File: src/rtl/dsi_pkg.sv
// ----------------------------------------------------------------------------
// dsi_pkg
// Shared types and constants for the dedispersion select index block.
// ----------------------------------------------------------------------------
package dsi_pkg;

	localparam int MAX_CHANNELS = 4096;
	localparam int CNT_W        = $clog2(MAX_CHANNELS);
	localparam int CH_W         = 12;
	localparam int WORD_W       = 32;
	localparam int FREQ_X_W     = 33;
	localparam int SUM_W        = 47;

	localparam int QUEUE_DEPTH  = 2;
	localparam int QPTR_W       = $clog2(QUEUE_DEPTH);
	localparam int QCNT_W       = $clog2(QUEUE_DEPTH + 1);

	localparam int CFG_IDX_W    = 2;
	localparam logic [CFG_IDX_W-1:0] CFG_DM = 2'd0;
	localparam logic [CFG_IDX_W-1:0] CFG_TS = 2'd1;
	localparam logic [CFG_IDX_W-1:0] CFG_RF = 2'd2;

	localparam logic [WORD_W-1:0] DM_RESET = 32'd0;
	localparam logic [WORD_W-1:0] TS_RESET = 32'd1;
	localparam logic [WORD_W-1:0] RF_RESET = 32'd65536;

	localparam logic [FREQ_X_W-1:0] DELAY_CONST = 33'd4150;
	localparam int SCALE_SHIFT  = 40;

	// Multiplier: wide operand in 32-bit limbs times a 33-bit operand.
	localparam int LIMBS        = 5;
	localparam int A_W          = LIMBS * 32;
	localparam int LIMB_IDX_W   = $clog2(LIMBS);
	localparam int MUL_CNT_W    = $clog2(LIMBS + 1);
	localparam int PROD_W       = 32 + FREQ_X_W;
	localparam int ACC_W        = 162;
	localparam int SQ_W         = 66;
	localparam int R2_W         = 64;
	localparam int NUM_W        = 151;
	localparam int DSH_W        = ACC_W + 32;
	localparam int BIT_W        = 5;

	localparam logic signed [WORD_W-1:0] START_MAX = 32'sh7FFFFFFF;
	localparam logic signed [WORD_W-1:0] START_MIN = 32'sh80000000;

	typedef enum logic [1:0] {
		KIND_HOLD,
		KIND_LONE,
		KIND_SECOND,
		KIND_NEXT
	} kind_t;

	typedef struct packed {
		kind_t                kind;
		logic [WORD_W-1:0]    freq;
		logic [FREQ_X_W-1:0]  aux_freq;
		logic [CH_W-1:0]      ch;
		logic                 fin;
	} job_t;

	typedef struct packed {
		logic [WORD_W-1:0] dm;
		logic [WORD_W-1:0] ts;
		logic [WORD_W-1:0] rf;
	} cfg_t;

	typedef struct packed {
		logic signed [WORD_W-1:0] start;
		logic                     sat;
	} delay_res_t;

	typedef enum logic [3:0] {
		DL_IDLE,
		DL_SQF,
		DL_SQR,
		DL_DIFF,
		DL_NUM1,
		DL_NUM2,
		DL_DEN1,
		DL_DEN2,
		DL_DEN3,
		DL_CHK,
		DL_DIV,
		DL_FIN,
		DL_DONE
	} dl_state_t;

	typedef enum logic [2:0] {
		BK_IDLE,
		BK_MAIN,
		BK_AUX,
		BK_OUT_FIRST,
		BK_OUT_LAST
	} bk_state_t;

endpackage

File: src/rtl/dsi_back.sv
// ----------------------------------------------------------------------------
// dsi_back
// Takes jobs from the queue, runs the delay unit, forms window ends and the
// running width sum, and holds the result word for the receiver.
// ----------------------------------------------------------------------------
module dsi_back (
	input  logic                              clk,
	input  logic                              arst_n,
	input  logic                              q_empty,
	input  dsi_pkg::job_t                     q_job,
	output logic                              pop,
	output logic                              dl_start,
	output logic [dsi_pkg::FREQ_X_W-1:0]      dl_freq,
	input  logic                              dl_done,
	input  dsi_pkg::delay_res_t               dl_res,
	output logic                              result_valid,
	input  logic                              result_stall,
	output logic [dsi_pkg::CH_W-1:0]          channel_number,
	output logic signed [dsi_pkg::WORD_W-1:0] start_index,
	output logic signed [dsi_pkg::WORD_W-1:0] end_index,
	output logic [dsi_pkg::SUM_W-1:0]         width_total,
	output logic                              saturated,
	output logic                              run_end
);
	import dsi_pkg::*;

	bk_state_t                state_q;
	bk_state_t                state_d;
	job_t                     job_q;
	delay_res_t               main_q;
	delay_res_t               aux_q;
	logic signed [WORD_W-1:0] first_start_q;
	logic                     first_sat_q;
	logic signed [WORD_W-1:0] prev_q;
	logic [SUM_W-1:0]         sum_q;
	logic                     out_valid_q;

	logic                     out_free;
	logic                     load_first;
	logic                     load_last;
	logic signed [WORD_W-1:0] end0;
	logic signed [WORD_W-1:0] end_last;
	logic signed [WORD_W-1:0] last_prev;
	logic [SUM_W-1:0]         total0;
	logic [SUM_W-1:0]         total_last;

	// The window runs up to one bin short of the previous start, never below start.
	function automatic logic signed [WORD_W-1:0] win_end(
		input logic signed [WORD_W-1:0] s,
		input logic signed [WORD_W-1:0] p
	);
		logic signed [WORD_W:0] d;
		d = {p[WORD_W-1], p} - {s[WORD_W-1], s};
		if (d > 33'sd1) begin
			return p - 32'sd1;
		end
		return s;
	endfunction

	function automatic logic [SUM_W-1:0] win_width(
		input logic signed [WORD_W-1:0] s,
		input logic signed [WORD_W-1:0] e
	);
		logic [WORD_W:0] w;
		w = {e[WORD_W-1], e} - {s[WORD_W-1], s} + 33'd1;
		return SUM_W'(w);
	endfunction

	assign result_valid = out_valid_q;
	assign out_free     = !out_valid_q || !result_stall;

	always_comb begin
		end0       = win_end(first_start_q, aux_q.start);
		last_prev  = (job_q.kind == KIND_SECOND) ? first_start_q : prev_q;
		end_last   = (job_q.kind == KIND_LONE) ? main_q.start : win_end(main_q.start, last_prev);
		total0     = sum_q + win_width(first_start_q, end0);
		total_last = sum_q + win_width(main_q.start, end_last);
	end

	always_ff @(posedge clk or negedge arst_n) begin
		if (!arst_n) begin
			state_q <= BK_IDLE;
		end else begin
			state_q <= state_d;
		end
	end

	always_comb begin
		state_d    = state_q;
		pop        = 1'b0;
		dl_start   = 1'b0;
		dl_freq    = {1'b0, q_job.freq};
		load_first = 1'b0;
		load_last  = 1'b0;
		case (state_q)
			BK_IDLE: begin
				if (!q_empty) begin
					pop      = 1'b1;
					dl_start = 1'b1;
					state_d  = BK_MAIN;
				end
			end
			BK_MAIN: begin
				if (dl_done) begin
					case (job_q.kind)
						KIND_HOLD: state_d = BK_IDLE;
						KIND_SECOND: begin
							dl_start = 1'b1;
							dl_freq  = job_q.aux_freq;
							state_d  = BK_AUX;
						end
						default: state_d = BK_OUT_LAST;
					endcase
				end
			end
			BK_AUX: begin
				if (dl_done) begin
					state_d = BK_OUT_FIRST;
				end
			end
			BK_OUT_FIRST: begin
				if (out_free) begin
					load_first = 1'b1;
					state_d    = BK_OUT_LAST;
				end
			end
			BK_OUT_LAST: begin
				if (out_free) begin
					load_last = 1'b1;
					state_d   = BK_IDLE;
				end
			end
			default: state_d = BK_IDLE;
		endcase
	end

	always_ff @(posedge clk or negedge arst_n) begin
		if (!arst_n) begin
			first_start_q <= '0;
			first_sat_q   <= 1'b0;
			prev_q        <= '0;
			sum_q         <= '0;
			out_valid_q   <= 1'b0;
		end else begin
			if (state_q == BK_MAIN && dl_done && job_q.kind == KIND_HOLD) begin
				first_start_q <= dl_res.start;
				first_sat_q   <= dl_res.sat;
				prev_q        <= dl_res.start;
			end
			if (load_first) begin
				sum_q <= total0;
			end
			if (load_last) begin
				sum_q  <= job_q.fin ? '0 : total_last;
				prev_q <= main_q.start;
			end
			if (load_first || load_last) begin
				out_valid_q <= 1'b1;
			end else if (!result_stall) begin
				out_valid_q <= 1'b0;
			end
		end
	end

	always_ff @(posedge clk) begin
		if (pop) begin
			job_q <= q_job;
		end
		if (state_q == BK_MAIN && dl_done) begin
			main_q <= dl_res;
		end
		if (state_q == BK_AUX && dl_done) begin
			// Channel zero's word also carries the imaginary channel's flag.
			aux_q <= '{start: dl_res.start, sat: dl_res.sat | first_sat_q};
		end
		if (load_first) begin
			channel_number <= '0;
			start_index    <= first_start_q;
			end_index      <= end0;
			width_total    <= total0;
			saturated      <= aux_q.sat;
			run_end        <= 1'b0;
		end else if (load_last) begin
			channel_number <= job_q.ch;
			start_index    <= main_q.start;
			end_index      <= end_last;
			width_total    <= total_last;
			saturated      <= main_q.sat;
			run_end        <= job_q.fin;
		end
	end

endmodule

File: config.mk
export PLATFORM = sky130hd
export DESIGN_NAME = dsi_back
export DESIGN_NICKNAME = d
export VERILOG_FILES = /design/src/rtl/dsi_pkg.sv /design/src/rtl/dsi_back.sv
export SDC_FILE = /design/constraint.sdc
export NUM_CORES = 1
export LEC_CHECK = 0
export BUFFER_PORTS_ARGS = -buffer_cell sky130_fd_sc_hd__buf_2
export CAP_MARGIN = 5
export CORE_ASPECT_RATIO = 1.4
export CORE_UTILIZATION = 60
export CTS_BUF_LIST = sky130_fd_sc_hd__clkbuf_8 sky130_fd_sc_hd__clkbuf_16
export DETAILED_ROUTE_END_ITERATION = 8
export PLACE_DENSITY = 0.81
export SKIP_CTS_REPAIR_TIMING = 1
export SLEW_MARGIN = 20
export SYNTH_ARGS = -nofsm -noshare
export SYNTH_HDL_FRONTEND = slang
export SYNTH_SLANG_ARGS = --single-unit
File: constraint.sdc
create_clock -name clk -period 13.2 [get_ports clk]
set_input_delay 1.32 -clock clk [delete_from_list [all_inputs] [get_ports clk]]
set_output_delay 1.32 -clock clk [all_outputs]
set_load 0.02 [all_outputs]
==> flow_summary_export.csv <==
group,metric,value,unit
yosys,synth-async-reset-ratio,0.3268,
sta,period_share,0.8638,
sta,report.final.setup_viol,0,
final_layout,diodes,0,
placement,io_buffer_count,278,
yosys,syn_avg_cell_area,9.136,µm²
clock_network,cts_tree,"built",
placement,place_inst,3801,
yosys,synth_fp_nets,3390,
yosys,ys.flop_type,"edfxtp_1",
grt,antenna_found_initial,0,
worst_setup_path,cpMostUsedCell,"ha_1",
clock_network,cts_buffer_depth,3,
die,rows,92,
sta,skew,0.02682,ns
yosys,synth_area,27440,µm²
grt,grt_pass1_wl,134000,µm
clock_network,cts.reportedPaths.clkPinSlew,0.06,ns
final_layout,drive_gt1_frac,0.1483,
yosys,yosysTopAreaCellShare,0.2473,
sta,hold_viol,0,
worst_setup_path,start_kind,"flop",
yosys,synth-seq-area-share,0.3625,
worst_setup_path,cp_slowest_cell,"nor2b_4",
sta,slew_viol_final,0,
yosys,synth_edf_count,226,
sta,slew_headroom,0.1809,
clock_network,clockRootBuffer,"clkbuf_16",
yosys,synth_cells,3004,
route,drt_drc_violations_left,0,
worst_setup_path,r2r_cells,37,
die,start_util,0.6082,
route,antenna_left,0,
sta,worst-slew-pin-transition,1.227,ns
grt,grt_usage,0.3734,
yosys,ys_ff_latch,355,
worst_setup_path,max_stage_delay,0.89,ns
worst_setup_path,r2r_slack,1.80,ns
flow_run,drv_cap,0,
placement,dp_hpwl,68810,µm
die,die_height,255.1,µm
hold_path,holdCritPathClass,"flop to flop",
hold_path,hp-start,"channel_number[8]",
sta,max_freq,0.08770,GHz
hold_path,hold_path_depth,2,
worst_setup_path,reg2reg_to,"width_total[43]",
yosys,yosys.cell_types.count,100,
clock_network,clock_latency,0.57,ns
worst_setup_path,critPathKind,"flop to flop",
sta,grt_setup_unrepaired,"false",
route,drt-pass1-iter-count,6,
route,drt_iter0_drc,2347,
final_layout,areaGrowthSynthToFinish,11.07,%
die,dieArea,46610,µm²
placement,gp_congestion,0.9631,
worst_setup_path,end_kind,"flop",
die,pin_count,279,
worst_setup_path,path_max_fanout,33,
final_layout,final_nets,3615,
grt,grt_overflow_total,0,
die,core,45120,µm²
grt,grt_max_degree,71,
die,die_width,182.8,µm
route,finalWirelength,88220,µm
yosys,yosysTopAreaCell,"edfxtp_1",
route,vias,24730,
sta,tns,0,ns
yosys,ys_top_cells_by_area,"edfxtp_1 25%, ha_1 12%, dfrtp_1 11%",
clock_network,numCtsBuffers,37,
final_layout,utilization,0.6755,
worst_setup_path,worstPathRequired,13.49,ns
hold_path,holdPathEnd,"channel_number[8]",
clock_network,clkSinkCount,355,
clock_network,htree_levels,2,
worst_setup_path,r2r-start,"job_q[79]",
route,vias_per_cell,6.394,
final_layout,instances_no_fill,3868,
sta,hold_ws,0.4526,ns
yosys,yosys_warnings,0,
sta,fin_crit,11.40,ns
route,wl_per_cell,22.81,µm
grt,grt_pass1_vias,24170,
worst_setup_path,cp.arrival,11.70,ns
outcome,status,"finished clean",
## logic make-up (layout without fill, tap and decap cells)
group,Yosys count,count (layout),share of synthesized area
AO/OA/AOI/OAI,819,819,0.1918
adder cells (fa/ha/maj),268,268,0.1238
flip-flops,355,355,0.3625
AND/OR/NAND/NOR,930,930,0.1581
multiplexers,143,143,0.05672
buffers and inverters,291,544,0.04381
XOR/XNOR,198,198,0.06319
## cell type report
| cell class | count | area (µm²) |
|---|---|---|
| Multi-Input combinational cell | 2358 | 16350 |
| Fill cell | 3596 | 14640 |
| Timing Repair Buffer | 302 | 1574 |
| Clock inverter | 23 | 130.1 |
| Tap cell | 611 | 764.5 |
| Clock buffer | 44 | 1056 |
| Inverter | 175 | 659.4 |
| Sequential cell | 355 | 9950 |
## cell usage in the layout, fill, tap and decap left out, types with 22 or more instances in the layout
cell / instances
nand2_1: 411
buf_4: 25
inv_1: 182
xnor2_1: 146
nor2b_1: 28
a21oi_1: 201
a31oi_1: 25
nor2_1: 155
dfrtp_1: 116
xor2_1: 52
a21o_1: 56
ha_1: 262
edfxtp_1: 226
nand4_1: 32
nor4_1: 23
a211oi_1: 22
nor3_1: 48
nand3_1: 61
o21ai_0: 234
o21a_1: 31
clkbuf_16: 40
o211ai_1: 33
and3_1: 26
mux2i_1: 73
buf_2: 277
mux2_2: 58
a22oi_1: 38
nand2b_1: 43
## sequential cells by signal, indices dropped and copies added (netlist names)
name            cells
prev_q             32
first_sat_q         1
channel_number     12
first_start_q      32
run_end             1
main_q             33
result_valid        1
end_index          32
sum_q              47
state_q             3
aux_q              33
saturated           1
job_q              48
start_index        32
width_total        47
## how the worst max path moves through the flow
stage                       to  cells after the start      start
2_1_floorplan  width_total[42]                     47  job_q[78]
3_3_place_gp   width_total[42]                     40  job_q[78]
3_5_place_dp   width_total[46]                     40  job_q[79]
4_1_cts        width_total[46]                     40  job_q[79]
5_1_grt        width_total[37]                     36  job_q[79]
6_report       width_total[43]                     37  job_q[79]
## per-layer routing
metal / track usage / vias up / routed length [µm]
li1: - / 11400 / -
met2: 0.6505 / 1288 / 42980
met3: 0.04895 / 224 / 6643
met4: 0.1839 / 0 / 4451
met5: 0 / - / 0
met1: 0.4550 / 11820 / 34140
## per-stage QoR
step	setup WS [ns]	cell area, µm²
3_3_place_gp	2.343	29290
5_1_grt	0.8730	30480
3_5_place_dp	1.972	29300
6_report	1.797	30480
4_1_cts	1.912	30480
2_1_floorplan	2.788	27440
## cells in the mapped netlist, types with 7 or more instances
library cell,n
edfxtp_1,226
o31ai_1,11
o21a_1,31
ha_1,262
o31a_1,7
xor2_1,52
nor2_1,160
dfxtp_1,13
xnor2_1,146
o21bai_1,18
nand4_1,32
clkbuf_1,90
o221ai_1,9
or2_2,10
nand2b_1,43
nor4_1,25
inv_1,174
nor3_1,49
a21oi_1,201
a211oi_1,22
buf_6,10
or3_1,19
mux2_2,58
and3_1,27
o21ai_0,234
nor2b_1,29
dfrtp_1,116
a21boi_0,14
a22oi_1,38
mux2_4,10
a31oi_1,25
and2_1,17
mux2i_1,73
a222oi_1,16
o211ai_1,33
nand3_1,62
o22ai_1,10
a21o_1,56
nand2_1,412
nor3b_1,10
or4_1,8
## worst max-delay path, delay by kind of cell, from the launching register on
family,cells,cell delay [ns]
muxes,3,1.03
AOI/OAI and AO/OA,15,4.54
buffers and inverters,2,0.48
xor gates and xnor gates,2,0.27
adders and majority gates,5,1.67
DFF,1,0.45
and+or+nand+nor,10,2.67
Power is not shown: default switching activity piles up to over one toggle a cycle in this logic, so the estimate is an artifact.
