===== src/rtl/dsi_pkg.sv =====
// ----------------------------------------------------------------------------
// dsi_pkg
// Shared types and constants for the dedispersion select index block.
// ----------------------------------------------------------------------------
package dsi_pkg;

	localparam int MAX_CHANNELS = 4096;
	localparam int CNT_W        = $clog2(MAX_CHANNELS);
	localparam int CH_W         = 12;
	localparam int WORD_W       = 32;
	localparam int FREQ_X_W     = 33;
	localparam int SUM_W        = 47;

	localparam int QUEUE_DEPTH  = 2;
	localparam int QPTR_W       = $clog2(QUEUE_DEPTH);
	localparam int QCNT_W       = $clog2(QUEUE_DEPTH + 1);

	localparam int CFG_IDX_W    = 2;
	localparam logic [CFG_IDX_W-1:0] CFG_DM = 2'd0;
	localparam logic [CFG_IDX_W-1:0] CFG_TS = 2'd1;
	localparam logic [CFG_IDX_W-1:0] CFG_RF = 2'd2;

	localparam logic [WORD_W-1:0] DM_RESET = 32'd0;
	localparam logic [WORD_W-1:0] TS_RESET = 32'd1;
	localparam logic [WORD_W-1:0] RF_RESET = 32'd65536;

	localparam logic [FREQ_X_W-1:0] DELAY_CONST = 33'd4150;
	localparam int SCALE_SHIFT  = 40;

	// Multiplier: wide operand in 32-bit limbs times a 33-bit operand.
	localparam int LIMBS        = 5;
	localparam int A_W          = LIMBS * 32;
	localparam int LIMB_IDX_W   = $clog2(LIMBS);
	localparam int MUL_CNT_W    = $clog2(LIMBS + 1);
	localparam int PROD_W       = 32 + FREQ_X_W;
	localparam int ACC_W        = 162;
	localparam int SQ_W         = 66;
	localparam int R2_W         = 64;
	localparam int NUM_W        = 151;
	localparam int DSH_W        = ACC_W + 32;
	localparam int BIT_W        = 5;

	localparam logic signed [WORD_W-1:0] START_MAX = 32'sh7FFFFFFF;
	localparam logic signed [WORD_W-1:0] START_MIN = 32'sh80000000;

	typedef enum logic [1:0] {
		KIND_HOLD,
		KIND_LONE,
		KIND_SECOND,
		KIND_NEXT
	} kind_t;

	typedef struct packed {
		kind_t                kind;
		logic [WORD_W-1:0]    freq;
		logic [FREQ_X_W-1:0]  aux_freq;
		logic [CH_W-1:0]      ch;
		logic                 fin;
	} job_t;

	typedef struct packed {
		logic [WORD_W-1:0] dm;
		logic [WORD_W-1:0] ts;
		logic [WORD_W-1:0] rf;
	} cfg_t;

	typedef struct packed {
		logic signed [WORD_W-1:0] start;
		logic                     sat;
	} delay_res_t;

	typedef enum logic [3:0] {
		DL_IDLE,
		DL_SQF,
		DL_SQR,
		DL_DIFF,
		DL_NUM1,
		DL_NUM2,
		DL_DEN1,
		DL_DEN2,
		DL_DEN3,
		DL_CHK,
		DL_DIV,
		DL_FIN,
		DL_DONE
	} dl_state_t;

	typedef enum logic [2:0] {
		BK_IDLE,
		BK_MAIN,
		BK_AUX,
		BK_OUT_FIRST,
		BK_OUT_LAST
	} bk_state_t;

endpackage


===== src/rtl/dsi_queue.sv =====
// ----------------------------------------------------------------------------
// dsi_queue
// Short job queue between the classifying front and the computing back.
// ----------------------------------------------------------------------------
module dsi_queue (
	input  logic          clk,
	input  logic          arst_n,
	input  logic          push,
	input  dsi_pkg::job_t wr_job,
	input  logic          pop,
	output dsi_pkg::job_t rd_job,
	output logic          full,
	output logic          empty
);
	import dsi_pkg::*;

	job_t              slot_q [QUEUE_DEPTH];
	logic [QPTR_W-1:0] wr_ptr_q;
	logic [QPTR_W-1:0] rd_ptr_q;
	logic [QCNT_W-1:0] cnt_q;

	assign full   = (cnt_q == QCNT_W'(QUEUE_DEPTH));
	assign empty  = (cnt_q == '0);
	assign rd_job = slot_q[rd_ptr_q];

	always_ff @(posedge clk) begin
		if (push) begin
			slot_q[wr_ptr_q] <= wr_job;
		end
	end

	always_ff @(posedge clk or negedge arst_n) begin
		if (!arst_n) begin
			wr_ptr_q <= '0;
			rd_ptr_q <= '0;
			cnt_q    <= '0;
		end else begin
			if (push) begin
				wr_ptr_q <= (wr_ptr_q == QPTR_W'(QUEUE_DEPTH - 1)) ? '0 : wr_ptr_q + 1'b1;
			end
			if (pop) begin
				rd_ptr_q <= (rd_ptr_q == QPTR_W'(QUEUE_DEPTH - 1)) ? '0 : rd_ptr_q + 1'b1;
			end
			if (push && !pop) begin
				cnt_q <= cnt_q + 1'b1;
			end else if (pop && !push) begin
				cnt_q <= cnt_q - 1'b1;
			end
		end
	end

endmodule


===== config.mk =====
export PLATFORM = sky130hd
export DESIGN_NAME = dsi_queue
export DESIGN_NICKNAME = d
export VERILOG_FILES = /design/src/rtl/dsi_pkg.sv /design/src/rtl/dsi_queue.sv
export SDC_FILE = /design/constraint.sdc
export NUM_CORES = 1
export LEC_CHECK = 0
export ABC_CLOCK_PERIOD_IN_PS = 13200
export BUFFER_PORTS_ARGS = -buffer_cell sky130_fd_sc_hd__buf_2
export CAP_MARGIN = 20
export CORE_MARGIN = 5
export CORE_UTILIZATION = 25
export DETAILED_ROUTE_END_ITERATION = 6
export HOLD_SLACK_MARGIN = 0.02
export PLACE_DENSITY = 0.43
export SLEW_MARGIN = 30
export SYNTH_ARGS = -nofsm -noshare
export SYNTH_HDL_FRONTEND = slang
export SYNTH_SLANG_ARGS = --single-unit

===== constraint.sdc =====
create_clock -name clk -period 13.2 [get_ports clk]
set_input_delay 1.98 -clock clk [delete_from_list [all_inputs] [get_ports clk]]
set_output_delay 1.98 -clock clk [all_outputs]
set_load 0.02 [all_outputs]

==> results.yml, run 1 <==
synthesis:
  syn_avg_cell_area_sq_um: 24.00
  synth_cell_type_count: 13
  synth_warnings: 0
  synth_nets: 350
  postSynthCellCount: 265
  ys_seq_elements: 164
  yosysSeqAreaShare_pct: 77.12
  synth.cell_area_sq_um: 6360
cts:
  clkLatencyLatePin_ns: 0.41
  cts.sinks: 164
  clkTransAtPathRegs_ns: 0.06
  postCtsSetupBuffers: 0
  ctsRootBufferMaster: "clkbuf_16"
  cts_max_level: 4
  ctsHoldBuffers: 0
  post_cts_resized: 0
  cts_tree: "yes"
  cts_made_buffers: 17
  clk_path_buf_depth: 2
worst_setup_path:
  path_max_fanout: 54
  start_kind: "flip-flop"
  ff2ff_path_depth: 2
  critPathBufInv: 2
  crit_slowest_cell: "dfrtp_4"
  path_class: "flip-flop to output port"
  crit_start: "rd_ptr_q"
  reg2reg_to: "slot_q[1][17]"
  reg2reg_slack_ns: 11.17
  crit_family: "buffers and inverters"
  critical-path-max-stage-delay_ns: 0.77
  worstPathArrival_ns: 2.47
  cp_cell_sequence: "buf_6 -> mux2_4 -> buf_2"
  endpoint: "rd_job[14]"
  setup.worst_path.end_class: "output port"
  cp.depth: 3
  crit_required_ns: 11.22
  rr_startpoint: "wr_ptr_q"
timing:
  fin_setup_tns_ns: 0
  max_slew_margin_pct: 44.26
  timing.hold.ws_ns: 0.4906
  fmax_mhz: 224.6
  finClkSkew_ns: 0.007623
  worstMarginPinSlew_ns: 0.8362
  finalCriticalPeriod_ns: 4.453
  rsz0062_at_grt: "false"
  min_period_over_period_pct: 33.74
  setup_violations: 0
  finalHoldViolations: 0
  slew_violations: 0
floorplanning:
  initial_core_util_pct: 25.33
  dieArea_sq_um: 28730
  rows: 58
  placeableCoreArea_sq_um: 25110
  die_w_um: 169.5
  io_pins: 166
  die_h_um: 169.5
global_routing:
  overflow: 0
  antenna_found_initial: 1
  grt_pass1_vias: 3375
  grtUsageTotal_pct: 8.922
  grt_max_degree: 81
  grt_pass1_wl_mm: 19.49
detailed_routing:
  num_vias: 3012
  first_pass_iters: 4
  ant_nets: 0
  wl_per_cell_um: 16.15
  drt_iter0_drc: 98
  route.detailed.drc: 0
  viasPerCell: 3.832
  wl_mm: 12.70
pwr:
  power.density_nw_per_um2: 225.0
  ir_drop_v: 0.00009378
  p_leak_nw: 3.178
  power_mw: 1.807
placement:
  io_buffers: 165
  place_congestion: 0.6453
  dp_hpwl_mm: 8.046
final_layout:
  fin_util_pct: 31.98
  syn2layout_area_growth_pct: 26.24
  num_antenna_cells: 0
  layout-drive-gt1-share_pct: 61.40
  num-nets-final: 528
status:
  status: "completed"
hold_path:
  worstHoldPathType: "flip-flop to flip-flop"
job:
  maxCapViolations: 0
==> layer usage <==
layer | share of wire (%) | GRT usage [%] | wire length (um) | vias up
met4 | 0.99 | 2.415 | 126 | 2
met1 | 43 | 11.05 | 5444 | 1502
li1 | - | - | - | 1405
met5 | 0.10 | 0 | 13 | -
met3 | 6.5 | 3.704 | 828 | 9
met2 | 49 | 14.47 | 6284 | 94
==> cells in the mapped netlist, drive strengths merged <==
cell	n	area, sq um
buf	9	171.4
dfrtp	4	100.1
ha	1	12.51
inv	1	3.750
xnor2	1	8.760
nor2b	2	12.51
edfxtp	160	4805
mux2	80	1197
nor2	2	7.510
xor2	4	35.03
and2	1	6.260
==> cell usage in the layout (no fill, tap or decap), drive strengths merged, types with 3 or more instances in the layout <==
| cell type | count |
|---|---|
| dfrtp | 4 |
| inv | 5 |
| clkbuf | 20 |
| clkinv | 3 |
| mux2 | 80 |
| edfxtp | 160 |
| buf | 168 |
| xor2 | 4 |
| clkinvlp | 4 |
==> area by class of cell <==
type	count	area, sq um
Clock buffer	20	436.7
Clock inverter	12	121.4
Multi-Input combinational cell	91	1290
Sequential cell	164	4908
Inverter	1	3.754
Tap cell	330	412.9
Timing Repair Buffer	168	855.8
Fill cell	2520	17080
==> kinds of logic (layout without fill, tap and decap cells) <==
logic type / count (synthesis) / count (layout) / synth area share, %
DFF: 164 / 164 / 77.12
muxes: 80 / 80 / 18.83
buffers and inverters: 10 / 201 / 2.754
xor gates and xnor gates: 5 / 5 / 0.6885
and+or+nand+nor: 5 / 5 / 0.4132
adders and majority gates: 1 / 1 / 0.1967
==> stage by stage <==
stage / cells / setup slack [ns] / area (sq um)
final: 786 / 8.747 / 8029
after global routing: 786 / 8.595 / 8029
after CTS: 786 / 8.676 / 8029
after detailed placement: 754 / 9.142 / 7471
after global placement: 754 / 8.887 / 7463
after floorplan: 265 / 7.194 / 6360
==> worst min-delay path by stage <==
stage / from / to / depth (start not counted)
final: cnt_q[1] / cnt_q[1] / 1
after global routing: cnt_q[1] / cnt_q[1] / 1
after CTS: cnt_q[1] / cnt_q[1] / 1
after detailed placement: cnt_q[1] / cnt_q[1] / 1
after global placement: cnt_q[1] / cnt_q[1] / 1
after floorplan: wr_ptr_q / wr_ptr_q / 1
==> worst reg2reg max path, delay by kind of cell (launching register included) <==
kind / cells / cell delay (ns)
flops: 1 / 0.42
buf+inv: 1 / 0.64
simple gates: 1 / 0.57
==> sequential cells by signal (all words and copies together), names as in the netlist <==
| name | flops |
|---|---|
| wr_ptr_q | 1 |
| cnt_q | 2 |
| slot_q | 160 |
| rd_ptr_q | 1 |
==> power by group <==
part / internal [mW] / total [mW] / switching, mW / leakage, nW
registers: 0.693 / 0.742 / 0.0496 / 1.55
clock network: 0.263 / 0.472 / 0.209 / 0.258
logic: 0.267 / 0.593 / 0.326 / 1.37
Note: power is estimated with default switching activity, not from simulation.
==> run 2: changes to the inputs <==
ABC_AREA = 1   (was default)
ABC_CLOCK_PERIOD_IN_PS = 4030   (was 13200)
PLACE_DENSITY = 0.44   (was 0.43)
clock period = 4.03 ns   (was 13.2 ns; I/O delays follow)
==> run 2 against run 1 <==
Net effect: combinational power rose to 3.3 times the previous value; highest routed layer is now met4; core utilization barely moved; largest power group unchanged; hold slack lost 0.12 ns.
==> results.yml, run 2 <==
status:
  status: "completed"
synthesis:
  ys_top_cells_by_count: "edfxtp_1, mux2_4, buf_12, inv_1, nand2_1"
  postSynthCellCount: 274
  synth_warnings: 0
  synth_edf_count: 160
  synth_nets: 359
  yosysTopAreaCell: "edfxtp_1"
  yosysMostFrequentCell: "edfxtp_1"
  synth.cell_area_sq_um: 6380
  async_flop_share_pct: 2.439
  synthFlopType: "edfxtp_1"
  synth_top_area_share_pct: 75.31
  yosysSeqAreaShare_pct: 76.88
  syn_avg_cell_area_sq_um: 23.28
  ys_seq_elements: 164
  synth_cell_type_count: 14
  synth_area_leaders: "edfxtp_1, mux2_4, buf_12, dfrtp_1, inv_1"
final_layout:
  layout-drive-gt1-share_pct: 60.60
  final_common_cell: "buf_2"
  reg.largest.list: "slot_q: 160 flops, cnt_q: 2 flops"
  top_register: "slot_q"
  largest_reg_flops: 160
  num-nets-final: 541
  fin_util_pct: 32.00
  multi_input_area_sq_um: 1285
  syn2layout_area_growth_pct: 26.32
  seqCellArea_sq_um: 4908
  fillers: 2458
  final_cell_mix: "buf_2, edfxtp_1, mux2_4"
timing:
  rsz0062_at_grt: "false"
  finalCriticalPeriod_ns: 2.577
  worstMarginPinSlew_ns: 0.7764
  finalHoldViolations: 0
  fin_setup_tns_ns: 0
  finClkSkew_ns: 0.005694
  setup_violations: 0
  max_slew_margin_pct: 48.24
  min_period_over_period_pct: 63.94
  fmax_mhz: 388.1
  slew_violations: 0
global_routing:
  grt_pass1_wl_mm: 18.95
  met1_usage_pct: 9.705
  grt_max_degree: 56
  grt_pass1_vias: 3431
  grt_util_met2_pct: 14.79
  grtUsageTotal_pct: 8.669
  antenna_found_initial: 0
  use_met3_pct: 3.657
  grt-busiest-layer: "met2"
  overflow: 0
pwr:
  power_mw: 5.846
  ir_drop_v: 0.0002965
  power.density_nw_per_um2: 725.4
  p_leak_nw: 3.203
detailed_routing:
  num_vias: 3060
  wl_per_cell_um: 15.76
  drt_iter0_drc: 123
  first_pass_iters: 4
  route.detailed.drc: 0
  ant_nets: 0
  wl_mm: 12.58
  viasPerCell: 3.835
worst_setup_path:
  path_class: "flip-flop to output port"
  setup.worst_path.end_class: "output port"
  crit_start: "rd_ptr_q"
  crit_required_ns: 3.43
  reg2reg_to: "slot_q[1][26]"
  path_max_fanout: 23
  reg2reg_slack_ns: 2.22
  rr_startpoint: "wr_ptr_q"
  endpoint: "rd_job[32]"
  ff2ff_path_depth: 3
  start_kind: "flip-flop"
  worstPathArrival_ns: 1.97
cts:
  clk_path_buf_depth: 2
  cts_made_buffers: 17
  postCtsSetupBuffers: 0
  cts_max_level: 4
  clkLatencyLatePin_ns: 0.41
  clkTransAtPathRegs_ns: 0.07
  post_cts_resized: 0
  ctsRootBufferMaster: "clkbuf_16"
  cts.sinks: 164
  cts_tree: "yes"
hold_path:
  worstHoldPathType: "input port to flip-flop"
  hold_depth: 1
floorplanning:
  io_pins: 166
  placeableCoreArea_sq_um: 25180
  die_w_um: 169.8
  die_h_um: 169.8
  dieArea_sq_um: 28820
  rows: 58
  initial_core_util_pct: 25.34
placement:
  dp_hpwl_mm: 8.317
  io_buffers: 165
  place_congestion: 0.7232
job:
  maxCapViolations: 0
run 2: cell types whose count changed after synthesis:
cell     delta
xor2_1      -2
nand4_1     +1
and2_1      -1
inv_1       +6
nor2_1      +1
nand2_1     +5
nand3_1     +1
nor2b_1     -2
run 2: layout make-up:
type	count	area share, %
sequential	164	60.91
multi-input combinational	94	15.94
timing repair buffer	172	11.09
clock buffer	17	5.279
tap	330	5.123
clock inverter	13	1.273
inverter	7	0.3571
antenna	1	0.03105
run 2: report_power, final:
part / switching (mW) / leakage (nW) / internal (mW) / total (mW)
logic: 1.10 / 1.42 / 0.885 / 1.98
registers: 0.130 / 1.55 / 2.27 / 2.40
clock network: 0.674 / 0.236 / 0.790 / 1.46
total: 1.90 / 3.20 / 3.94 / 5.85
run 2: cell families (layout without fill, tap and decap cells):
logic type | after synthesis | in the layout | share of synthesized area [%]
DFF | 164 | 164 | 76.88
muxes | 80 | 80 | 18.77
xor gates and xnor gates | 3 | 3 | 0.4119
adders and majority gates | 1 | 1 | 0.1961
other | 0 | 1 | 0
buffers and inverters | 16 | 209 | 3.099
and+or+nand+nor | 10 | 10 | 0.6472
run 2: per-layer routing:
| layer | up-vias | share of wire, % |
|---|---|---|
| met5 | - | 0 |
| met4 | 0 | 1.1 |
| met2 | 96 | 50 |
| met3 | 9 | 7.4 |
| met1 | 1520 | 41 |
| li1 | 1435 | - |
run 2: worst max-delay path: stages, from the launching register on:
cell	delay (ns)
dfrtp_4	0.60
buf_4	0.44
mux2_4	0.33
buf_2	0.16
run 2: worst min-delay path by stage:
stage	startpoint	endpoint
floorplan	arst_n	cnt_q[0]
global placement	arst_n	wr_ptr_q
detailed placement	arst_n	cnt_q[1]
CTS	wr_job[33]	slot_q[1][33]
global route	wr_job[44]	slot_q[1][44]
finish	wr_job[33]	slot_q[1][33]
run 2: through the flow:
step	std cells	cell area [sq um]	setup slack, ns	hold WS (ns)
2_1_floorplan	274	6382	0.9012	0.3089
3_3_place_gp	766	7518	1.869	0.4168
3_5_place_dp	766	7518	1.852	0.4185
4_1_cts	797	8056	1.385	0.3467
5_1_grt	797	8056	1.355	0.3446
6_report	798	8059	1.453	0.3747
run 2: timing repair:
item | CTS | global route
hold buffers | 1 | 0
endpoints found under the setup margin | 0 | 0
endpoints found under the hold margin | 4 | 0
==> run 3: changes to the inputs <==
ABC_CLOCK_PERIOD_IN_PS = 2250   (was 4030)
clock period = 2.25 ns   (was 4.03 ns; I/O delays follow)
==> run 3 against run 2 <==
Net effect: sequential power rose by 78%; clock skew rose by 0.0017 ns; setup slack got worse by 1.3 ns; sequential share of layout area fell by 1.3 points; clock power rose by 95%.
==> results.yml, run 3 (same netlist as run 2, synthesis figures left out) <==
cts:
  cts_made_buffers: 17
  clkTransAtPathRegs_ns: 0.07
  clkLatencyLatePin_ns: 0.41
  ctsRootBufferMaster: "clkbuf_16"
  clk_path_buf_depth: 2
  cts_max_level: 4
  cts_tree: "yes"
  cts.sinks: 164
  post_cts_resized: 0
worst_setup_path:
  start_kind: "flip-flop"
  path_class: "flip-flop to output port"
  crit_required_ns: 1.91
  path_max_fanout: 24
  setup.worst_path.end_class: "output port"
  worstPathArrival_ns: 1.78
placement:
  dp_slack_ns: 0.4750
  io_buffers: 165
  dp_hpwl_mm: 8.297
  place_congestion: 0.6833
floorplanning:
  rows: 58
  io_pins: 166
  die_w_um: 169.8
  initial_core_util_pct: 25.34
  dieArea_sq_um: 28820
  die_h_um: 169.8
  placeableCoreArea_sq_um: 25180
timing:
  rsz0062_at_grt: "false"
  timing.hold.ws_ns: 0.1084
  slew_violations: 0
  min_period_over_period_pct: 93.90
  worstMarginPinSlew_ns: 0.5464
  finalHoldViolations: 0
  finalCriticalPeriod_ns: 2.113
  setup_violations: 0
  fin_setup_tns_ns: 0
  max_slew_margin_pct: 63.58
  fmax_mhz: 473.3
  finClkSkew_ns: 0.007377
  setup_ws_ns: 0.1372
final_layout:
  multi_input_area_sq_um: 1285
  reg.largest.list: "slot_q: 160 flops, cnt_q: 2 flops"
  final_common_cell: "buf_2"
  num-nets-final: 552
  fillers: 2458
  syn2layout_area_growth_pct: 29.18
  largest_reg_flops: 160
  layout-drive-gt1-share_pct: 61.25
  seqCellArea_sq_um: 4908
  final_cell_mix: "buf_2, edfxtp_1, mux2_4"
  top_register: "slot_q"
  num_antenna_cells: 0
detailed_routing:
  route.detailed.drc: 0
  wl_mm: 12.65
  wl_per_cell_um: 15.61
  ant_nets: 0
  viasPerCell: 3.869
  first_pass_iters: 4
  num_vias: 3134
  drt_iter0_drc: 98
global_routing:
  antenna_found_initial: 1
  grt_max_degree: 81
  grt_pass1_wl_mm: 19.17
  grtUsageTotal_pct: 8.713
  overflow: 0
  grt_pass1_vias: 3548
pwr:
  ir_drop_v: 0.0004442
  seqPwrFrac_pct: 39.1
  p_sw_share_pct: 31.67
  p_clk_share_pct: 26.0
  p_leak_nw: 3.304
  p_switching_mw: 3.468
  comb_power_share_pct: 34.9
  power.density_nw_per_um2: 1328
  internal-power_mw: 7.481
hold_path:
  worstHoldPathType: "input port to flip-flop"
status:
  status: "completed"
job:
  maxCapViolations: 0
run 3: final timing paths:
path	startpoint	depth (start not counted)	end	slack (ns)
hold / removal	wr_job[51]	1	slot_q[1][51]	0.11
min in group asynchronous	arst_n	2	wr_ptr_q	0.27
setup / recovery	rd_ptr_q	3	rd_job[59]	0.14
max in group asynchronous	arst_n	2	rd_ptr_q	1.82
hold reg to reg	wr_ptr_q	1	wr_ptr_q	0.55
setup reg to reg	wr_ptr_q	2	slot_q[0][55]	0.82
run 3: final cells by class:
cell class | instances | share of cell area (%)
Clock inverter | 14 | 1.822
Clock buffer | 18 | 5.207
Sequential cell | 164 | 59.56
Multi-Input combinational cell | 94 | 15.59
Inverter | 7 | 0.3644
Tap cell | 330 | 5.010
Timing Repair Buffer | 183 | 12.45
run 3: power groups by stage:
stage                     combinational, mW  sequential [mW]  clock (mW)
after floorplan                        2.95             4.25           0
after global placement                 3.75             4.34           0
after detailed placement               3.76             4.37           0
after CTS                              3.77             4.31        2.97
after global routing                   4.09             4.34        3.11
final                                  3.82             4.28        2.85
run 3: routing by layer:
| metal | GRT usage (%) | vias to the layer above | wire length [um] |
|---|---|---|---|
| li1 | - | 1457 | - |
| met1 | 10.03 | 1578 | 5209 |
| met2 | 14.93 | 90 | 6503 |
| met3 | 3.657 | 7 | 827 |
| met4 | 2.415 | 2 | 101 |
| met5 | 0 | - | 7 |
run 3: metrics by stage:
step | utilization [%] | total power [mW] | area (sq um) | instances
global placement | 30.06 | 8.092 | 7570 | 766
finish | 32.73 | 10.95 | 8242 | 810
global route | 32.73 | 11.53 | 8242 | 810
CTS | 32.40 | 11.05 | 8159 | 799
floorplan | - | 7.204 | 6391 | 274
detailed placement | 30.06 | 8.134 | 7570 | 766
run 3: repair_timing:
action	CTS	global route
hold buffers	1	0
endpoints found under the hold margin	4	0
setup buffers	0	11
endpoints found under the setup margin	0	13
run 3: critical path, cell delays in order (launching register included):
cell and delay, ns:
dfrtp_4 0.59, buf_12 0.26, mux2_2 0.35, buf_2 0.16
