<file path="config.mk">
export PLATFORM = sky130hd
export DESIGN_NAME = dsi_front
export DESIGN_NICKNAME = d
export VERILOG_FILES = /design/src/rtl/dsi_pkg.sv /design/src/rtl/dsi_front.sv
export SDC_FILE = /design/constraint.sdc
export NUM_CORES = 1
export LEC_CHECK = 0
export BUFFER_PORTS_ARGS = -buffer_cell sky130_fd_sc_hd__buf_4
export CELL_PAD_IN_SITES_DETAIL_PLACEMENT = 0
export CELL_PAD_IN_SITES_GLOBAL_PLACEMENT = 1
export CORE_MARGIN = 5
export CORE_UTILIZATION = 45
export CTS_BUF_LIST = sky130_fd_sc_hd__clkbuf_4
export DETAILED_ROUTE_END_ITERATION = 8
export GPL_TIMING_DRIVEN = 0
export MAX_ROUTING_LAYER = met4
export PLACE_DENSITY = 0.9
export RECOVER_POWER = 50
export SLEW_MARGIN = 20
export SYNTH_ARGS = -nofsm -noshare
export SYNTH_HDL_FRONTEND = slang
export SYNTH_SLANG_ARGS = --single-unit
export TNS_END_PERCENT = 50
</file>
<file path="constraint.sdc">
create_clock -name clk -period 8.63 [get_ports clk]
set_input_delay 0.4315 -clock clk [delete_from_list [all_inputs] [get_ports clk]]
set_output_delay 0.4315 -clock clk [all_outputs]
set_load 0.02 [all_outputs]
</file>
<file path="src/rtl/dsi_pkg.sv">
// ----------------------------------------------------------------------------
// dsi_pkg
// Shared types and constants for the dedispersion select index block.
// ----------------------------------------------------------------------------
package dsi_pkg;

	localparam int MAX_CHANNELS = 4096;
	localparam int CNT_W        = $clog2(MAX_CHANNELS);
	localparam int CH_W         = 12;
	localparam int WORD_W       = 32;
	localparam int FREQ_X_W     = 33;
	localparam int SUM_W        = 47;

	localparam int QUEUE_DEPTH  = 2;
	localparam int QPTR_W       = $clog2(QUEUE_DEPTH);
	localparam int QCNT_W       = $clog2(QUEUE_DEPTH + 1);

	localparam int CFG_IDX_W    = 2;
	localparam logic [CFG_IDX_W-1:0] CFG_DM = 2'd0;
	localparam logic [CFG_IDX_W-1:0] CFG_TS = 2'd1;
	localparam logic [CFG_IDX_W-1:0] CFG_RF = 2'd2;

	localparam logic [WORD_W-1:0] DM_RESET = 32'd0;
	localparam logic [WORD_W-1:0] TS_RESET = 32'd1;
	localparam logic [WORD_W-1:0] RF_RESET = 32'd65536;

	localparam logic [FREQ_X_W-1:0] DELAY_CONST = 33'd4150;
	localparam int SCALE_SHIFT  = 40;

	// Multiplier: wide operand in 32-bit limbs times a 33-bit operand.
	localparam int LIMBS        = 5;
	localparam int A_W          = LIMBS * 32;
	localparam int LIMB_IDX_W   = $clog2(LIMBS);
	localparam int MUL_CNT_W    = $clog2(LIMBS + 1);
	localparam int PROD_W       = 32 + FREQ_X_W;
	localparam int ACC_W        = 162;
	localparam int SQ_W         = 66;
	localparam int R2_W         = 64;
	localparam int NUM_W        = 151;
	localparam int DSH_W        = ACC_W + 32;
	localparam int BIT_W        = 5;

	localparam logic signed [WORD_W-1:0] START_MAX = 32'sh7FFFFFFF;
	localparam logic signed [WORD_W-1:0] START_MIN = 32'sh80000000;

	typedef enum logic [1:0] {
		KIND_HOLD,
		KIND_LONE,
		KIND_SECOND,
		KIND_NEXT
	} kind_t;

	typedef struct packed {
		kind_t                kind;
		logic [WORD_W-1:0]    freq;
		logic [FREQ_X_W-1:0]  aux_freq;
		logic [CH_W-1:0]      ch;
		logic                 fin;
	} job_t;

	typedef struct packed {
		logic [WORD_W-1:0] dm;
		logic [WORD_W-1:0] ts;
		logic [WORD_W-1:0] rf;
	} cfg_t;

	typedef struct packed {
		logic signed [WORD_W-1:0] start;
		logic                     sat;
	} delay_res_t;

	typedef enum logic [3:0] {
		DL_IDLE,
		DL_SQF,
		DL_SQR,
		DL_DIFF,
		DL_NUM1,
		DL_NUM2,
		DL_DEN1,
		DL_DEN2,
		DL_DEN3,
		DL_CHK,
		DL_DIV,
		DL_FIN,
		DL_DONE
	} dl_state_t;

	typedef enum logic [2:0] {
		BK_IDLE,
		BK_MAIN,
		BK_AUX,
		BK_OUT_FIRST,
		BK_OUT_LAST
	} bk_state_t;

endpackage

</file>
<file path="src/rtl/dsi_front.sv">
// ----------------------------------------------------------------------------
// dsi_front
// Accepts channel words, tracks the channel count and classifies each one.
// ----------------------------------------------------------------------------
module dsi_front (
	input  logic                        clk,
	input  logic                        arst_n,
	input  logic                        item_valid,
	output logic                        item_stall,
	input  logic [dsi_pkg::WORD_W-1:0]  freq_mhz,
	input  logic                        final_channel,
	input  logic                        q_full,
	output logic                        push,
	output dsi_pkg::job_t               job
);
	import dsi_pkg::*;

	logic [CNT_W-1:0]    count_q;
	logic [WORD_W-1:0]   first_freq_q;
	logic                fin;
	logic [FREQ_X_W-1:0] two_f0;
	logic [FREQ_X_W-1:0] f_ext;

	assign item_stall = q_full;
	assign push       = item_valid && !q_full;

	always_comb begin
		// The list is cut short one channel before the table would overflow.
		fin    = final_channel || (count_q == CNT_W'(MAX_CHANNELS - 1));
		two_f0 = {first_freq_q, 1'b0};
		f_ext  = {1'b0, freq_mhz};
		job.freq     = freq_mhz;
		job.aux_freq = (two_f0 >= f_ext) ? (two_f0 - f_ext) : (f_ext - two_f0);
		job.ch       = CH_W'(count_q);
		job.fin      = fin;
		if (count_q == '0) begin
			job.kind = fin ? KIND_LONE : KIND_HOLD;
		end else if (count_q == CNT_W'(1)) begin
			job.kind = KIND_SECOND;
		end else begin
			job.kind = KIND_NEXT;
		end
	end

	always_ff @(posedge clk or negedge arst_n) begin
		if (!arst_n) begin
			count_q      <= '0;
			first_freq_q <= '0;
		end else if (push) begin
			if (count_q == '0) begin
				first_freq_q <= freq_mhz;
			end
			count_q <= fin ? '0 : count_q + 1'b1;
		end
	end

endmodule

</file>
==> impl_metrics.sql, run 1 <==
INSERT INTO impl_metrics (metric_group, metric, value, unit) VALUES
('pwr', 'vdd_drop_max', '0.197', 'mV'),
('timing', 'worst_clock_skew', '7.76', 'ps'),
('global_route', 'grt_max_degree', '45', ''),
('synthesis', 'synth_flop_cell', 'sky130_fd_sc_hd__dfrtp_1', ''),
('run_status', 'violations', 'capacitance limit, slew limit', ''),
('cts', 'cts_root_buffer', 'sky130_fd_sc_hd__clkbuf_4', ''),
('hold_path', 'worst_hold_path.num_cells', '3', ''),
('detailed_routing', 'iteration_count_of_the_initial_detailed_routing_pass', '5', ''),
('setup_path', 'worst_r2r_startpoint', 'count_q[2]', ''),
('detailed_routing', 'remaining_drc_errors', '0', ''),
('global_route', 'globalRouteOverflowTotal', '0', ''),
('cts', 'cts_made_buffers', '5', ''),
('timing', 'worst_pin_slew', '2730', 'ps'),
('cts', 'clock_tree.htree_level_count', '2', ''),
('flow_run', 'cap_violations', '1', ''),
('synthesis', 'synth_enable_flop_cells', '0', ''),
('cts', 'clk_pin_slew_worst_paths', '170', 'ps'),
('detailed_routing', 'wirelength', '16000', 'um'),
('detailed_routing', 'drt.antenna.violating_nets', '0', ''),
('cells_and_area', 'final_core_utilization', '0.542', ''),
('detailed_routing', 'viasPerCell', '5.43', ''),
('cells_and_area', 'finalNetCount', '958', ''),
('floorplan', 'floorplan.core_area', '12000', 'um^2'),
('timing', 'fin_crit', '4270', 'ps'),
('floorplan', 'floorplan_row_count', '40', ''),
('synthesis', 'seq_area_frac_synth', '0.200', ''),
('cts', 'cts_num_sinks', '44', ''),
('setup_path', 'type_of_the_worst_setup_path', 'flop to primary output', ''),
('timing', 'final.period_utilization', '0.495', ''),
('cells_and_area', 'diodes', '0', ''),
('timing', 'max_slew_margin', '-0.819', ''),
('setup_path', 'startpoint_class_of_the_critical_path', 'flop', ''),
('setup_path', 'worst_setup_path_startpoint', 'first_freq_q[20]', ''),
('hold_path', 'hold_path.class', 'input port to flop', ''),
('detailed_routing', 'routedWlPerCell', '16.0', 'um'),
('detailed_routing', 'top_layer_used', 'met4', ''),
('cells_and_area', 'area_growth_syn_to_layout', '18.1', '%'),
('detailed_routing', 'vias', '5440', ''),
('setup_path', 'slowest_stage', 'sky130_fd_sc_hd__dfrtp_1', ''),
('cells_and_area', 'nFillCells', '1242', ''),
('cts', 'tritoncts', 'built', ''),
('timing', 'report.final.slew_viol_count', '45', ''),
('setup_path', 'critPathMostFrequentCell', 'sky130_fd_sc_hd__nand4_1', ''),
('pwr', 'powerDensity', '433', 'nW/um^2'),
('setup_path', 'timing.reg2reg.worst_path_depth', '6', ''),
('synthesis', 'synth-seq-cells', '44', ''),
('floorplan', 'die_area', '14600', 'um^2'),
('floorplan', 'effective_utilization_at_floorplan', '0.459', ''),
('floorplan', 'dieHeight', '121', 'um'),
('synthesis', 'ys_async_sr_fraction', '1.00', ''),
('synthesis', 'synth.cells.most_frequent', 'sky130_fd_sc_hd__nand2_1, sky130_fd_sc_hd__inv_1, sky130_fd_sc_hd__o21ai_0', ''),
('setup_path', 'cell_by_cell_trace_of_the_critical_path', 'ha_1 -> clkbuf_1 -> nand4_1 -> nor4_1 -> nand4_1 -> o21ai_2 -> a2111oi_4 -> o311ai_4 -> buf_6 -> buf_2 -> o21ai_0 -> a21oi_1 -> xor2_1 -> buf_4', ''),
('pwr', 'leakage', '0.00319', 'uW'),
('synthesis', 'yosysWarnings', '0', ''),
('timing', 'setup_viol', '0', ''),
('run_status', 'result_of_the_run', 'finished, violations left', ''),
('place', 'gp_routability_congestion', '0.896', ''),
('cells_and_area', 'drive_above_1_share', '0.189', ''),
('timing', 'fin_tns_setup', '0', 'ps'),
('synthesis', 'postSynthCellCount', '729', ''),
('cts', 'post_cts_resized', '0', ''),
('synthesis', 'synth.avg_cell_area', '7.57', 'um^2'),
('synthesis', 'yosysUniqueCellTypes', '60', ''),
('setup_path', 'max_stage_delay', '430', 'ps'),
('floorplan', 'die_width', '121', 'um'),
('detailed_routing', 'drt-initial-drc-count', '268', ''),
('timing', 'unrepaired_setup_endpoints_after_global_routing', 'false', ''),
('synthesis', 'synthTopCellsByArea', 'sky130_fd_sc_hd__dfrtp_1, sky130_fd_sc_hd__ha_1, sky130_fd_sc_hd__o21ai_0', ''),
('global_route', 'first_global_vias', '5376', ''),
('cts', 'cts_setup_buffers', '0', ''),
('cts', 'cts.hold.buffers_added', '0', '');
-- stage by stage --
| step | cell area [um^2] | power (uW) | hold WS (ps) | setup slack [ps] | std cells |
|---|---|---|---|---|---|
| 2_1_floorplan | 5520 | 1910 | 136 | 5210 | 729 |
| 3_3_place_gp | 6590 | 2650 | 492 | 4610 | 994 |
| 3_5_place_dp | 6590 | 2670 | 498 | 4580 | 994 |
| 4_1_cts | 6670 | 2840 | 15.5 | 4310 | 1002 |
| 5_1_grt | 6510 | 3040 | 216 | 4080 | 1002 |
| 6_report | 6510 | 2820 | 224 | 4360 | 1002 |
-- critical path: cells and delay by family, from the launching register on --
| kind | cells | cell delay, ps |
|---|---|---|
| flip-flops | 1 | 430 |
| adder cells (fa/ha/maj) | 1 | 300 |
| AO/OA/AOI/OAI | 5 | 630 |
| AND/OR/NAND/NOR | 3 | 700 |
| XOR/XNOR | 1 | 250 |
| buffers and inverters | 4 | 1100 |
-- metal layers --
| layer | track usage | vias to the layer above |
|---|---|---|
| met1 | 0.300 | 2547 |
| met4 | 0.0347 | 0 |
| li1 | - | 2727 |
| met3 | 0.0355 | 16 |
| met2 | 0.375 | 150 |
| met5 | - | - |
-- path summary, 6_finish.rpt --
check | to | slack (ps)
max reg2reg | first_freq_q[24] | 5920
max | job[45] | 4360
min reg2reg | count_q[5] | 580
max in group asynchronous | count_q[3] | 6250
min in group asynchronous | first_freq_q[19] | 850
min | first_freq_q[19] | 220
-- area by class of cell --
cell class | instances | area [um^2] | area share
inverter | 77 | 289 | 0.0444
clock buffer | 5 | 37.5 | 0.00576
buffer | 73 | 463 | 0.0711
clock inverter | 3 | 46.3 | 0.00711
multi-input combinational | 535 | 3660 | 0.563
sequential | 44 | 1100 | 0.169
tap | 147 | 184 | 0.0282
timing repair buffer | 118 | 728 | 0.112
-- power by group --
part / switching [uW] / total (uW) / internal, uW
registers: 56.0 / 341 / 285
clock network: 90.7 / 153 / 61.9
logic: 1390 / 2320 / 935
total: 1540 / 2820 / 1280
-- sequential cells by signal, summed over array words and instances (netlist names) --
signal and cells:
count_q 12, first_freq_q 32
-- kinds of logic after synthesis --
group	share of synthesized area
flip-flops	0.200
adder cells (fa/ha/maj)	0.155
XOR/XNOR	0.0524
multiplexers	0.0324
buffers and inverters	0.136
AND/OR/NAND/NOR	0.160
AO/OA/AOI/OAI	0.264
-- placed cells by master, fill, tap and decap left out, drive strengths merged, types with 2 or more instances in the layout --
cell,synthesis,final
a211o,2,2
a211oi,8,8
a21o,22,22
a21oi,65,65
a221oi,6,6
a31oi,8,8
and3,4,4
buf,57,133
clkbuf,16,63
dfrtp,44,44
fa,2,2
ha,65,65
inv,76,77
mux2,7,7
mux2i,10,10
nand2,83,83
nand2b,5,5
nand3,17,17
nand3b,2,2
nand4,16,16
nor2,37,37
nor2b,9,9
nor3,10,10
nor4,3,3
o2111ai,2,2
o211ai,4,4
o21a,9,9
o21ai,79,79
o21bai,6,6
o311ai,2,2
o31a,2,2
o31ai,4,4
xnor2,19,19
xor2,14,14
Note: power is estimated with default switching activity, not from simulation.
==> run 2: changes to the inputs <==
--- a/config.mk
+++ b/config.mk
@@ -9,12 +9,12 @@
 export CELL_PAD_IN_SITES_DETAIL_PLACEMENT = 0
 export CELL_PAD_IN_SITES_GLOBAL_PLACEMENT = 1
 export CORE_MARGIN = 5
-export CORE_UTILIZATION = 45
+export CORE_UTILIZATION = 37
 export CTS_BUF_LIST = sky130_fd_sc_hd__clkbuf_4
 export DETAILED_ROUTE_END_ITERATION = 8
 export GPL_TIMING_DRIVEN = 0
 export MAX_ROUTING_LAYER = met4
-export PLACE_DENSITY = 0.9
+export PLACE_DENSITY = 0.79
 export RECOVER_POWER = 50
 export SLEW_MARGIN = 20
 export SYNTH_ARGS = -nofsm -noshare
==> constraint.sdc (replaced) <==
create_clock -name clk -period 3.5 [get_ports clk]
set_input_delay 0.175 -clock clk [delete_from_list [all_inputs] [get_ports clk]]
set_output_delay 0.175 -clock clk [all_outputs]
set_load 0.02 [all_outputs]
==> impl_metrics.sql, run 2 (synthesis gave the netlist of run 1 again) <==
INSERT INTO impl_metrics (metric_group, metric, value, unit) VALUES
('global_route', 'combined_global_route_utilization_of_all_metal_layers', '0.193', ''),
('cells_and_area', 'postLayoutCellArea', '8130', 'um^2'),
('cells_and_area', 'nFillCells', '1426', ''),
('pwr', 'p_seq_frac', '0.099', ''),
('global_route', 'first_global_vias', '5588', ''),
('global_route', 'grt_pass1_wl', '27700', 'um'),
('cells_and_area', 'layout.area.seq', '1100', 'um^2'),
('timing', 'setup_viol', '15', ''),
('cells_and_area', 'most_frequent_standard_cell_in_the_layout_excluding_fill_and_tap_cells', 'sky130_fd_sc_hd__buf_4', ''),
('detailed_routing', 'wirelength', '17600', 'um'),
('setup_path', 'critical_path_buffers_and_inverters', '6', ''),
('floorplan', 'die_area', '17500', 'um^2'),
('cells_and_area', 'reg.largest.list', 'first_freq_q x32, count_q x12', ''),
('cts', 'cts_num_sinks', '44', ''),
('timing', 'number_of_hold_violations_in_the_final_report', '0', ''),
('floorplan', 'design.portCount', '119', ''),
('cts', 'clock_tree.htree_level_count', '2', ''),
('pwr', 'powerDensity', '1090', 'nW/um^2'),
('global_route', 'globalRouteOverflowTotal', '0', ''),
('timing', 'fin_crit', '3620', 'ps'),
('floorplan', 'effective_utilization_at_floorplan', '0.378', ''),
('timing', 'worst_pin_slew', '2630', 'ps'),
('detailed_routing', 'iteration_count_of_the_initial_detailed_routing_pass', '5', ''),
('timing', 'hold_slack', '36.9', 'ps'),
('cells_and_area', 'diodes', '0', ''),
('floorplan', 'dieHeight', '132', 'um'),
('detailed_routing', 'vias', '5799', ''),
('cts', 'worst_skew_pair.late_latency', '420', 'ps'),
('cts', 'cts_root_buffer', 'sky130_fd_sc_hd__clkbuf_4', ''),
('timing', 'unrepaired_setup_endpoints_after_global_routing', 'true', ''),
('pwr', 'combinationalPowerShare', '0.859', ''),
('cts', 'tritoncts', 'built', ''),
('pwr', 'switchingPower', '4480', 'uW'),
('timing', 'final.period_utilization', '1.03', ''),
('pwr', 'internal_power', '4370', 'uW'),
('detailed_routing', 'routedWlPerCell', '15.9', 'um'),
('floorplan', 'floorplan_row_count', '44', ''),
('setup_path', 'slowest_stage', 'sky130_fd_sc_hd__dfrtp_1', ''),
('detailed_routing', 'viasPerCell', '5.22', ''),
('pwr', 'clock_power_share', '0.042', ''),
('cts', 'cts_buffer_depth', '2', ''),
('setup_path', 'max_stage_delay', '450', 'ps'),
('cells_and_area', 'area_growth_syn_to_layout', '47.4', '%'),
('cells_and_area', 'drive_above_1_share', '0.328', ''),
('place', 'post-dp-hpwl', '12500', 'um'),
('cells_and_area', 'finalNetCount', '1030', ''),
('detailed_routing', 'drt-initial-drc-count', '310', ''),
('timing', 'max_slew_margin', '-0.755', ''),
('timing', 'report.final.slew_viol_count', '45', ''),
('pwr', 'net_switching_share_of_the_total_power', '0.506', ''),
('setup_path', 'crit_arrival', '3440', 'ps'),
('place', 'gp_routability_congestion', '0.861', ''),
('cells_and_area', 'final_cell_mix', 'sky130_fd_sc_hd__buf_4, sky130_fd_sc_hd__nand2_1, sky130_fd_sc_hd__inv_1, sky130_fd_sc_hd__o21ai_0, sky130_fd_sc_hd__a21oi_1', ''),
('setup_path', 'type_of_the_worst_setup_path', 'flop to primary output', ''),
('pwr', 'vdd_drop_max', '0.426', 'mV'),
('flow_run', 'cap_violations', '1', ''),
('cells_and_area', 'largest_register_ffs', '32', ''),
('detailed_routing', 'wl_met1', '8130', 'um'),
('setup_path', 'critPathMostFrequentCell', 'sky130_fd_sc_hd__buf_12', ''),
('setup_path', 'setup.worst_path.end_class', 'primary output', ''),
('timing', 'fmax', '0.277', 'GHz'),
('cts', 'cts_made_buffers', '5', ''),
('timing', 'final_critical_path_setup_slack', '-117', 'ps'),
('detailed_routing', 'met2_length', '8440', 'um'),
('place', 'port_buffers', '118', ''),
('cts', 'clk_pin_slew_worst_paths', '170', 'ps'),
('global_route', 'initial_antenna_violation_count', '0', ''),
('detailed_routing', 'drt.antenna.violating_nets', '0', ''),
('setup_path', 'timing.critical_path.max_delay_family', 'buffers and inverters', ''),
('run_status', 'violations', 'capacitance limit, slew limit, setup timing', ''),
('global_route', 'grt_max_degree', '45', ''),
('detailed_routing', 'top_layer_used', 'met4', ''),
('setup_path', 'cell_by_cell_trace_of_the_critical_path', 'ha_4 -> buf_6 -> nand4_1 -> nor3_2 -> nand4_1 -> o21ai_4 -> a2111oi_4 -> o311ai_4 -> buf_6 -> buf_12 -> buf_12 -> buf_12 -> mux2i_1 -> xor2_1 -> buf_4', ''),
('hold_path', 'hold_path.class', 'input port to flop', ''),
('timing', 'worst_clock_skew', '15.3', 'ps'),
('place', 'post-place-ws', '-87.5', 'ps'),
('setup_path', 'critical_path_peak_fanout', '6', ''),
('run_status', 'result_of_the_run', 'finished, violations left', ''),
('detailed_routing', 'remaining_drc_errors', '0', ''),
('floorplan', 'die_width', '132', 'um'),
('cells_and_area', 'registers.top_by_ff_count', 'first_freq_q', ''),
('cells_and_area', 'area_of_the_multi_input_gates', '4370', 'um^2'),
('setup_path', 'startpoint_class_of_the_critical_path', 'flop', ''),
('pwr', 'leakage', '0.00376', 'uW'),
('floorplan', 'floorplan.core_area', '14600', 'um^2'),
('detailed_routing', 'wl_met3', '845', 'um'),
('setup_path', 'required', '3320', 'ps'),
('place', 'postPlaceCellArea', '6630', 'um^2');
## run 2: per-stage QoR
stage / cells / util / power, uW / TNS (ps)
after CTS: 1081 / 0.513 / 7700 / -1210
final: 1111 / 0.557 / 8850 / -813
after global routing: 1111 / 0.557 / 9430 / -4780
after global placement: 1031 / 0.455 / 6580 / -163
after floorplan: 729 / - / 4700 / 0
after detailed placement: 1031 / 0.455 / 6580 / -302
## run 2: area by class of cell
| cell class | instances | area share |
|---|---|---|
| well taps | 184 | 0.0283 |
| repair buffers | 202 | 0.188 |
| flip-flops and latches | 44 | 0.135 |
| clock inverters | 3 | 0.00585 |
| inverters | 77 | 0.0355 |
| clock buffers | 5 | 0.00462 |
| multi-input cells | 535 | 0.537 |
| plain buffers | 61 | 0.0654 |
## run 2: worst reg2reg max path: stages, from the launching register on
cell	delay, ps
sky130_fd_sc_hd__dfrtp_1	490
sky130_fd_sc_hd__nor4_1	400
sky130_fd_sc_hd__nand4_1	210
sky130_fd_sc_hd__nor2_1	740
sky130_fd_sc_hd__clkbuf_1	580
sky130_fd_sc_hd__nand2_1	110
sky130_fd_sc_hd__o21ai_0	90
## run 2: path summary, 6_finish.rpt
kind / slack (ps) / from / cells past startpoint / to
max in group asynchronous: 910 / arst_n / 2 / count_q[1]
hold / removal: 40 / freq_mhz[0] / 3 / first_freq_q[0]
setup / recovery: -120 / first_freq_q[18] / 15 / job[28]
hold reg to reg: 580 / first_freq_q[9] / 2 / first_freq_q[9]
setup reg to reg: 800 / count_q[3] / 6 / first_freq_q[8]
min in group asynchronous: 1110 / arst_n / 2 / first_freq_q[17]
## run 2: what timing repair did
action                     in CTS  in global routing
hold endpoints to repair       75                  0
hold buffers                   32                  0
pin swaps                      30                 34
gates cloned                    1                  3
gates resized for setup        84                 99
setup buffers                  16                 32
setup endpoints to repair      32                 32
## run 2: power groups by stage
stage	Combinational, uW	Sequential [uW]	Clock, uW
detailed placement	5730	850	0
finish	7600	877	371
global placement	5730	849	0
floorplan	3870	829	0
global route	8130	906	403
CTS	6470	845	385
## run 2: layer usage
metal  vias to the layer above  GRT usage
li1                       2862          -
met1                      2769      0.254
met2                       149      0.309
met3                        19     0.0366
met4                         0     0.0440
met5                         -          -
